==> config.mk <==
export PLATFORM = sky130hd
export DESIGN_NAME = dscmp_ctrl
export DESIGN_NICKNAME = d
export VERILOG_FILES = /design/src/dscmp_pkg.sv /design/src/dscmp_ctrl.sv
export SDC_FILE = /design/constraint.sdc
export NUM_CORES = 1
export LEC_CHECK = 0
export BUFFER_PORTS_ARGS = -buffer_cell sky130_fd_sc_hd__buf_2
export CAP_MARGIN = 10
export CORE_ASPECT_RATIO = 1.25
export CORE_UTILIZATION = 35
export CTS_BUF_LIST = sky130_fd_sc_hd__clkbuf_8
export DETAILED_ROUTE_END_ITERATION = 10
export PLACE_DENSITY = 0.58
export SLEW_MARGIN = 25
export SYNTH_ARGS = -nofsm -noshare
export SYNTH_HDL_FRONTEND = slang
export SYNTH_SLANG_ARGS = --single-unit
==> constraint.sdc <==
create_clock -name clock -period 6.6 [get_ports clock]
set_clock_uncertainty 0.2 [all_clocks]
set_input_delay 0 -clock clock [delete_from_list [all_inputs] [get_ports clock]]
set_output_delay 0 -clock clock [all_outputs]
set_load 0.005 [all_outputs]
==> src/dscmp_pkg.sv <==
// Package for the dice sum counter: shared types, modulus constants and the
// small constant tables. Used by every module of the block by scoped names.
package dscmp_pkg;

   localparam logic [29:0] WAY_MOD    = 30'd1000000007;
   localparam logic [31:0] WAY_MOD_X2 = 32'd2000000014;
   // Barrett factor: floor(2^60 / WAY_MOD).
   localparam logic [30:0] BARRETT_MU = 31'd1152921496;
   localparam logic [2:0]  DIM_LAST   = 3'd5;

   localparam logic [1:0] BANK_ACC_INIT  = 2'd0;
   localparam logic [1:0] BANK_PW_INIT   = 2'd1;
   localparam logic [1:0] BANK_FREE_INIT = 2'd2;

   // Matrix memory address: bank, row, column.
   typedef logic [7:0] addr_type;

   typedef enum logic [3:0] {
      ST_IDLE,
      ST_SETUP,
      ST_INIT_ACC,
      ST_INIT_PW,
      ST_CHECK,
      ST_MUL,
      ST_MUL_WAIT,
      ST_DOT,
      ST_DOT_WAIT,
      ST_RESPOND
   } state_type;

   typedef struct packed {
      logic       issue;
      addr_type   a_addr;
      addr_type   b_addr;
      addr_type   w_addr;
      logic       first;
      logic       last;
      logic       use_seed;
      logic [2:0] seed_idx;
      logic       init_wr;
      logic       init_bit;
      logic       load_small;
      logic [2:0] small_idx;
   } cmd_type;

   typedef struct packed {
      logic     valid;
      logic     first;
      logic     last;
      logic     use_seed;
      addr_type w_addr;
   } stage_ctl_type;

   function automatic logic [29:0] small_sum(input logic [2:0] idx);
      logic [29:0] val;
      begin
         case (idx)
            3'd1:    val = 30'd1;
            3'd2:    val = 30'd2;
            3'd3:    val = 30'd4;
            3'd4:    val = 30'd8;
            3'd5:    val = 30'd16;
            3'd6:    val = 30'd32;
            default: val = 30'd0;
         endcase
         return val;
      end
   endfunction

   function automatic logic [29:0] seed_value(input logic [2:0] idx);
      logic [29:0] val;
      begin
         case (idx)
            3'd0:    val = 30'd32;
            3'd1:    val = 30'd16;
            3'd2:    val = 30'd8;
            3'd3:    val = 30'd4;
            3'd4:    val = 30'd2;
            3'd5:    val = 30'd1;
            default: val = 30'd0;
         endcase
         return val;
      end
   endfunction

endpackage

==> src/dscmp_ctrl.sv <==
// Controller of the dice sum counter: sequences matrix set-up, the
// square-and-multiply passes and the final dot product. Depends on dscmp_pkg.
module dscmp_ctrl #(
   parameter int unsigned EXP_BITS = 60
) (
   input  logic                 clock,
   input  logic                 reset,
   input  logic                 start,
   input  logic [EXP_BITS-1:0]  req_target_sum,
   input  logic                 pipe_idle,
   output logic                 busy,
   output logic                 rsp_valid,
   output dscmp_pkg::cmd_type   cmd
);

   dscmp_pkg::state_type state_ff, state_in;

   logic [EXP_BITS-1:0] ex_ff, ex_in;
   logic [2:0] i_ff, i_in;
   logic [2:0] j_ff, j_in;
   logic [2:0] k_ff, k_in;
   logic       op_sq_ff, op_sq_in;
   logic [1:0] acc_bank_ff, acc_bank_in;
   logic [1:0] pw_bank_ff, pw_bank_in;
   logic [1:0] free_bank_ff, free_bank_in;

   logic small_sum;
   logic i_last, j_last, k_last;

   assign small_sum = (ex_ff <= EXP_BITS'(6));
   assign i_last    = (i_ff == dscmp_pkg::DIM_LAST);
   assign j_last    = (j_ff == dscmp_pkg::DIM_LAST);
   assign k_last    = (k_ff == dscmp_pkg::DIM_LAST);

   always_comb begin
      state_in = state_ff;
      unique case (state_ff)
         dscmp_pkg::ST_IDLE: begin
            if (start) state_in = dscmp_pkg::ST_SETUP;
         end
         dscmp_pkg::ST_SETUP: begin
            state_in = small_sum ? dscmp_pkg::ST_RESPOND : dscmp_pkg::ST_INIT_ACC;
         end
         dscmp_pkg::ST_INIT_ACC: begin
            if (i_last && j_last) state_in = dscmp_pkg::ST_INIT_PW;
         end
         dscmp_pkg::ST_INIT_PW: begin
            if (i_last && j_last) state_in = dscmp_pkg::ST_CHECK;
         end
         dscmp_pkg::ST_CHECK: begin
            state_in = (ex_ff == '0) ? dscmp_pkg::ST_DOT : dscmp_pkg::ST_MUL;
         end
         dscmp_pkg::ST_MUL: begin
            if (i_last && j_last && k_last) state_in = dscmp_pkg::ST_MUL_WAIT;
         end
         dscmp_pkg::ST_MUL_WAIT: begin
            if (pipe_idle) state_in = dscmp_pkg::ST_CHECK;
         end
         dscmp_pkg::ST_DOT: begin
            if (k_last) state_in = dscmp_pkg::ST_DOT_WAIT;
         end
         dscmp_pkg::ST_DOT_WAIT: begin
            if (pipe_idle) state_in = dscmp_pkg::ST_RESPOND;
         end
         dscmp_pkg::ST_RESPOND: begin
            state_in = dscmp_pkg::ST_IDLE;
         end
         default: begin
            state_in = dscmp_pkg::ST_IDLE;
         end
      endcase
   end

   always_comb begin
      ex_in        = ex_ff;
      i_in         = i_ff;
      j_in         = j_ff;
      k_in         = k_ff;
      op_sq_in     = op_sq_ff;
      acc_bank_in  = acc_bank_ff;
      pw_bank_in   = pw_bank_ff;
      free_bank_in = free_bank_ff;
      unique case (state_ff) inside
         dscmp_pkg::ST_IDLE: begin
            if (start) ex_in = req_target_sum;
         end
         dscmp_pkg::ST_SETUP: begin
            ex_in        = ex_ff - EXP_BITS'(6);
            i_in         = 3'd0;
            j_in         = 3'd0;
            k_in         = 3'd0;
            acc_bank_in  = dscmp_pkg::BANK_ACC_INIT;
            pw_bank_in   = dscmp_pkg::BANK_PW_INIT;
            free_bank_in = dscmp_pkg::BANK_FREE_INIT;
         end
         dscmp_pkg::ST_INIT_ACC, dscmp_pkg::ST_INIT_PW: begin
            j_in = j_last ? 3'd0 : j_ff + 3'd1;
            if (j_last) i_in = i_last ? 3'd0 : i_ff + 3'd1;
         end
         dscmp_pkg::ST_CHECK: begin
            op_sq_in = !ex_ff[0];
         end
         dscmp_pkg::ST_MUL: begin
            k_in = k_last ? 3'd0 : k_ff + 3'd1;
            if (k_last) begin
               j_in = j_last ? 3'd0 : j_ff + 3'd1;
               if (j_last) i_in = i_last ? 3'd0 : i_ff + 3'd1;
            end
         end
         dscmp_pkg::ST_MUL_WAIT: begin
            if (pipe_idle) begin
               if (op_sq_ff) begin
                  pw_bank_in   = free_bank_ff;
                  free_bank_in = pw_bank_ff;
                  ex_in        = ex_ff >> 1;
               end else begin
                  acc_bank_in  = free_bank_ff;
                  free_bank_in = acc_bank_ff;
                  ex_in        = {ex_ff[EXP_BITS-1:1], 1'b0};
               end
            end
         end
         dscmp_pkg::ST_DOT: begin
            k_in = k_last ? 3'd0 : k_ff + 3'd1;
         end
         dscmp_pkg::ST_DOT_WAIT, dscmp_pkg::ST_RESPOND: begin
         end
         default: begin
         end
      endcase
   end

   always_comb begin
      cmd       = '0;
      busy      = (state_ff != dscmp_pkg::ST_IDLE);
      rsp_valid = (state_ff == dscmp_pkg::ST_RESPOND);
      unique case (state_ff) inside
         dscmp_pkg::ST_SETUP: begin
            cmd.load_small = small_sum;
            cmd.small_idx  = ex_ff[2:0];
         end
         dscmp_pkg::ST_INIT_ACC: begin
            cmd.init_wr  = 1'b1;
            cmd.w_addr   = {acc_bank_ff, i_ff, j_ff};
            cmd.init_bit = (i_ff == j_ff);
         end
         dscmp_pkg::ST_INIT_PW: begin
            cmd.init_wr  = 1'b1;
            cmd.w_addr   = {pw_bank_ff, i_ff, j_ff};
            cmd.init_bit = (i_ff == 3'd0) || (j_ff == i_ff - 3'd1);
         end
         dscmp_pkg::ST_MUL: begin
            cmd.issue  = 1'b1;
            cmd.a_addr = op_sq_ff ? {pw_bank_ff, i_ff, k_ff} : {acc_bank_ff, i_ff, k_ff};
            cmd.b_addr = {pw_bank_ff, k_ff, j_ff};
            cmd.w_addr = {free_bank_ff, i_ff, j_ff};
            cmd.first  = (k_ff == 3'd0);
            cmd.last   = k_last;
         end
         dscmp_pkg::ST_DOT: begin
            cmd.issue    = 1'b1;
            cmd.a_addr   = {acc_bank_ff, 3'd0, k_ff};
            cmd.use_seed = 1'b1;
            cmd.seed_idx = k_ff;
            cmd.first    = (k_ff == 3'd0);
            cmd.last     = k_last;
         end
         dscmp_pkg::ST_IDLE, dscmp_pkg::ST_CHECK, dscmp_pkg::ST_MUL_WAIT,
         dscmp_pkg::ST_DOT_WAIT, dscmp_pkg::ST_RESPOND: begin
         end
         default: begin
         end
      endcase
   end

   always_ff @(posedge clock) begin
      if (reset) begin
         state_ff <= dscmp_pkg::ST_IDLE;
      end else begin
         state_ff <= state_in;
      end
      ex_ff        <= ex_in;
      i_ff         <= i_in;
      j_ff         <= j_in;
      k_ff         <= k_in;
      op_sq_ff     <= op_sq_in;
      acc_bank_ff  <= acc_bank_in;
      pw_bank_ff   <= pw_bank_in;
      free_bank_ff <= free_bank_in;
   end

endmodule

[After elaboration in Yosys (flattened, before gate mapping)]
Cells that the tools add are included.
Storage, ports and cells
  input bits: 64
  word-level logic and storage cells: 102
  output and inout bits: 39
  flip-flop bits (word level): 80
Cells by class
  muxes and demuxes: 40
  reduce and logical (&&, ||, !) cells: 22
  add/subtract/negate cells: 5
  magnitude comparators: 1
  equal/unequal tests: 24
Operators by type and width (number)
  2-to-1 mux 60 bit: 3
  one-hot mux 60 bit (3 select lines): 1
  less-or-equal comparator 60 x 3 -> 1 bit (second input constant): 1
  zero test 60 bit: 1
  subtractor 60 x 3 -> 60 bit (second input constant): 1
  2-to-1 mux 4 bit: 10
  one-hot mux 4 bit (9 select lines): 1
  one-hot mux 8 bit (3 select lines): 1
  != test 2 bit (second input constant): 10
  2-to-1 mux 3 bit: 6
  one-hot mux 3 bit (3 select lines): 2
  one-hot mux 9 bit (2 select lines): 1
  equality test 4 x 3 -> 1 bit (second input constant): 4
  2-to-1 mux 2 bit: 8
  2-to-1 mux 8 bit: 2
  one-hot mux 2 bit (2 select lines): 4
  adder 3 x 1 -> 3 bit (second input constant): 3
  equality test 3 bit (second input constant): 3
  AND reduction 3 bit: 3
  equality test 4 x 2 -> 1 bit (second input constant): 2
  equality test 4 bit (second input constant): 2
  AND reduction 7 bit: 1
  equality test 3 bit: 2
  zero test 3 bit: 2
  13 further kinds: 18

[Logic depth before layout (Yosys ltp)]
  depth in word-level cells: 5
  depth in mapped cells: 9

[Worst setup path before layout]
OpenSTA, ideal clock, no wires.
  path type: register to register
  start: register state_ff[1]
  end: register ex_ff[10], enable pin
  data required time: 5.924 ns
  arrival: 4.075 ns
  cell stages (with the launch flop): 8
  setup time: 0.476 ns
  slack: 1.849 ns
  path buffers: 3
  cells stage by stage: dfxtp_1 > clkbuf_1 > nor2b_1 > and3_1 > clkbuf_1 > clkbuf_1 > nor2_1 > nor2_1
On the way
  word-level cells in the longest chain between the ends: 3
Ends and longest elaborated chain
  start: declaration: line dscmp_ctrl.sv:16  | dscmp_pkg::state_type state_ff, state_in;
  start signal: assignment: line dscmp_ctrl.sv:178  | state_ff <= dscmp_pkg::ST_IDLE;
  start signal: assignment: line dscmp_ctrl.sv:180  | state_ff <= state_in;
  equality test 4 x 3 -> 1 bit (tied with other cells)
  != test 2 bit (no line) / nonzero test 3 bit (equally long branches)
  AND reduction 4 bit (no line) *
  end signal: assignment: line dscmp_ctrl.sv:182  | ex_ff <= ex_in;
  end: declaration: line dscmp_ctrl.sv:18  | logic [EXP_BITS-1:0] ex_ff, ex_in;
Every way passes the cells marked *; elsewhere a longest branch is shown, timed or not.
A chain may end at the register's enable or synchronous reset.

[Final worst setup path]
  start: register state_ff[2]
  end: register ex_ff[51], enable pin
The elaborated chain is that of the path after synthesis.

==> results <==
- The run finished with clean final reports.
- The library cell occupying the most area in the post-synthesis netlist is edfxtp_1.
- The layout cell share with drive strength beyond 1 is 0.191.
- The via count of the first global-routing pass came to ~4800.
- STA puts the critical path data arrival time at between 3 and 4 ns.
- In this run the number of H-tree levels came out at 3.
- Dividing the detail-routed via count by the number of cells gives between 5 and 6.
- The largest net degree at the start of global routing is 68.
- The number of failing setup endpoints in the final timing report is 0.
- The worst hold path was traced through 3 stages.
- The leakage power is 2.55 nW.
- The buffer levels on the longest clock path is 2.
- CTS saw 80 sinks.
- The clock tree from TritonCTS is yes.
- The final cell utilization of the core is 0.463.
- The tightest min-delay check is of the primary input to register type.
- Of the total power, the share spent switching nets is 0.415.
- The width of the chip is 114 um.
- Derived from the worst setup path, the maximum achievable clock frequency is around 260 MHz.
- Buffers placed on the I/O ports in this run total approximately 100.
- After clock tree synthesis, the setup repair step added 0 buffers.
- After detailed routing, the number of remaining DRC violations is 0.
- The number of flip-flops and latches in the synthesized netlist is 80.
- The worst hold path terminates at state_ff[0].
- The worst setup path is captured at a register.
- Buffers inserted during clock tree synthesis total 9.
- Dividing total power by cell area gives a power density of between 300 and 400 nW/um2.
- The final route contains 5147 vias.
- The die boundary height is about 140 um.
- The floorplan step defined a die boundary enclosing around 16000 um2.
- The sum of net half-perimeters after detailed placement is 10700 um.
- In this design, the critical path's most frequently occurring cell is buf_4.
- The internal reg-to-reg setup slack is roughly 2.7 ns.
- Before antenna repair, the detailed router went through 5 iterations.
- The worst register-to-register path ends at ex_ff[51].
- The fraction of met2 tracks used by global routing is 0.329.
- The combined global-route utilization of all metal layers is 0.193.
- Setup repair after global routing left no endpoint under its margin.
- The aggregate global routing overflow is 0.
- The initial DRC count is between 300 and 400.
- After the last flow step, the layout net total stands at around 800.
- Dividing the detail-routed wire length by the instance count gives 16.6 um.
- The combinational cell fraction of total power is 0.387.
- The layer with the highest usage is met2.
- For the worst-skew pair, the clock arrives at the later sink with an insertion delay of 0.36 ns.
- After synthesis, the mean cell area works out to between 9 and 10 um2.
- After floorplanning, the core was divided into 50 placement rows.
- The share of synthesized registers carrying an async set or reset is 0.
- Setup total negative slack on the finished layout was measured at 0 ns.
- Routability-driven placement finished with a final weighted congestion of about 0.83.
- The first-pass GRT wire length is 24500 um.
- Of all nets on the critical path, the largest fanout is 62.
- VDD sags by at most 0.143 mV.
- In this run the cell area of the synthesized design comes to about 5500 um2.
- The number of gates resized after cts is 0.
- The switching component of the power is 0.00113 W.
- The I/O pin total is between 100 and 150.
- Counting every net in the synthesized netlist gives 654.
- The met1 usage is 0.243.
- In this run the critical register-to-register path is launched from state_ff[2].
- The count of final hold-check violations is 0.
- Ranked by total cell area, the synthesized netlist is headed by edfxtp_1, a22oi_1, xnor2_1, o21ai_0, nor2_1.
- The number of max-slew violations in the final report is 0.
- After clock tree synthesis, the clock-pin slew on the worst setup and hold paths is around 0.08 ns.
- The number of cell instances on the worst register-to-register path is 6.
- The met3 track utilization from global routing is 0.0278.
- Among all flip-flop cells after synthesis, the most frequent one is edfxtp_1.
- The share of the synthesized area in the top cell type is 0.418.
- The portion of total power attributed to the clock network is 0.142.
- The post-route fraction of the period consumed by the critical path is 0.587.
- The sequential cell fraction of total power is 0.470.
- The total area inside the core boundary comes to about 15000 um2.
- Walking the worst path, the cells encountered are nor2b_1 > and3_2 > buf_4 > nor2_1 > nor2_4 > buf_4.
- The area added between synthesis and finish is 27.9%.
- The worst setup path is launched from a register.
- The post-synthesis cell count is roughly 580.
- The share of the yosys chip area belonging to registers is 0.433.
- The shortest period the worst path allows is between 3 and 4 ns.
- For the pin with the worst max-slew slack, the measured transition is a little under 0.8 ns.
- The worst pin sits at a relative slew slack of 0.482.
- The worst hold path begins at reset.
- For the worst setup path, the data required time is 6.40 ns.
- The internal power summed over all cells is 0.00159 W.
- The largest single stage delay on the critical path is about 0.65 ns.
- The critical path in this run is classified as register to register.
- The tool flagged a number of max-cap violations equal to 0.
- The repair_antennas step left the layout with diodes totalling 0.
- The starting utilization of the core area is 0.362.
- The origin of the worst setup path is state_ff[2].
- The CTS root buffer is clkbuf_8.
- After detailed routing, the total wire length is 15500 um.
- The count of nets left with antenna violations once routing finished came out at 0.
- The number of warnings reported in the yosys synthesis log is 0.
- The synthesized design contains 76 enable-type register cells.
- The number of different library cells in the post-synthesis netlist is between 50 and 60.
- The number of antenna violations at the first check in global routing came to 0.
- The critical path's slowest cell is dfxtp_1.
==> worst max-delay path by stage <==
stage,endpoint,depth (start not counted),slack (ns)
final,ex_ff[51],6,2.73
after detailed placement,ex_ff[45],6,2.75
after floorplan,ex_ff[10],7,1.85
after global routing,ex_ff[52],6,2.46
after CTS,ex_ff[52],6,2.73
after global placement,ex_ff[45],6,2.85
==> synthesized netlist by cell type, types with 8 or more instances <==
cell and n:
and3_1 10, nor4_1 13, o21ai_0 59, or4_1 8, or3_1 12, a22oi_1 49
xor2_1 15, edfxtp_1 76, inv_1 14, nand2_1 29, nor3_1 32, clkbuf_1 33
ha_1 11, nor2_1 56, a21oi_1 15, xnor2_1 41
==> kinds of logic (layout without fill, tap and decap cells) <==
| family | after synthesis | in the layout | synth area share |
|---|---|---|---|
| adders and majority gates | 11 | 11 | 0.0252 |
| buffers and inverters | 52 | 200 | 0.0367 |
| and+or+nand+nor | 211 | 211 | 0.206 |
| muxes | 7 | 7 | 0.0131 |
| DFF | 80 | 80 | 0.433 |
| AOI/OAI and AO/OA | 162 | 162 | 0.196 |
| xor gates and xnor gates | 56 | 56 | 0.0899 |
==> repair_timing <==
action,in CTS,in global routing
hold endpoints to repair,70,0
endpoints found under the setup margin,0,0
hold buffers,62,0
==> power groups by stage <==
stage | combinational [W] | sequential, W | clock (W)
after detailed placement | 0.00102 | 0.00128 | 0
after floorplan | 0.000803 | 0.00116 | 0
after CTS | 0.00106 | 0.00127 | 0.000397
final | 0.00105 | 0.00128 | 0.000386
after global routing | 0.00116 | 0.00133 | 0.000416
after global placement | 0.00100 | 0.00127 | 0
==> critical path: cells and delay by family, from the launching register on <==
kind / cells / cell delay [ns]
buf+inv: 2 / 1.08
simple gates: 4 / 1.51
flops: 1 / 0.65
==> registers in the layout, indices dropped and copies added, names as in the netlist <==
| signal | count |
|---|---|
| ex_ff | 60 |
| state_ff | 4 |
| i_ff | 3 |
| j_ff | 3 |
| k_ff | 3 |
| acc_bank_ff | 2 |
| free_bank_ff | 2 |
| pw_bank_ff | 2 |
| op_sq_ff | 1 |
==> per-stage QoR <==
step                setup WS [ns]  power (W)  area [um2]  hold WS (ns)  std cells
floorplan                    1.85    0.00197        5460        -0.131        579
global placement             2.85    0.00227        6160        0.0272        858
detailed placement           2.75    0.00230        6160        0.0340        858
CTS                          2.73    0.00273        6980         0.194        935
global route                 2.46    0.00291        6980         0.213        935
finish                       2.73    0.00272        6980         0.198        935
==> layer usage <==
metal  wire, um  part of all wire
met1       6550              0.42
met2       7810              0.50
met3        798             0.051
met4        366             0.024
met5          0                 0
==> cell type report <==
class,instances,area [um2]
well taps,208,260
clock inverters,6,76.3
inverters,14,52.6
clock buffers,9,124
repair buffers,171,1180
flip-flops and latches,80,2360
fillers,1505,8100
multi-input cells,447,2920
==> cell usage in the layout, fill, tap and decap left out, types with 3 or more instances in the layout <==
| cell | count |
|---|---|
| edfxtp_1 | 76 |
| nor2b_1 | 5 |
| a32o_1 | 6 |
| clkbuf_8 | 9 |
| xor2_1 | 15 |
| buf_4 | 7 |
| nand2b_1 | 6 |
| nor3_1 | 31 |
| a221o_1 | 3 |
| ha_1 | 11 |
| nand4_1 | 7 |
| mux2i_1 | 6 |
| a21oi_1 | 15 |
| dfxtp_1 | 4 |
| nor4_1 | 13 |
| inv_1 | 15 |
| xnor2_1 | 41 |
| nor2_1 | 54 |
| nand3b_1 | 4 |
| or3_1 | 12 |
| dlygate4sd3_1 | 62 |
| o21ai_0 | 59 |
| and3_1 | 9 |
| nand3_1 | 7 |
| and2_1 | 7 |
| a211oi_1 | 5 |
| nor3b_1 | 3 |
| nand2_1 | 28 |
| a22oi_1 | 49 |
| o31ai_1 | 3 |
| or4_1 | 8 |
| buf_2 | 102 |
(Power assumes the default switching activity.)
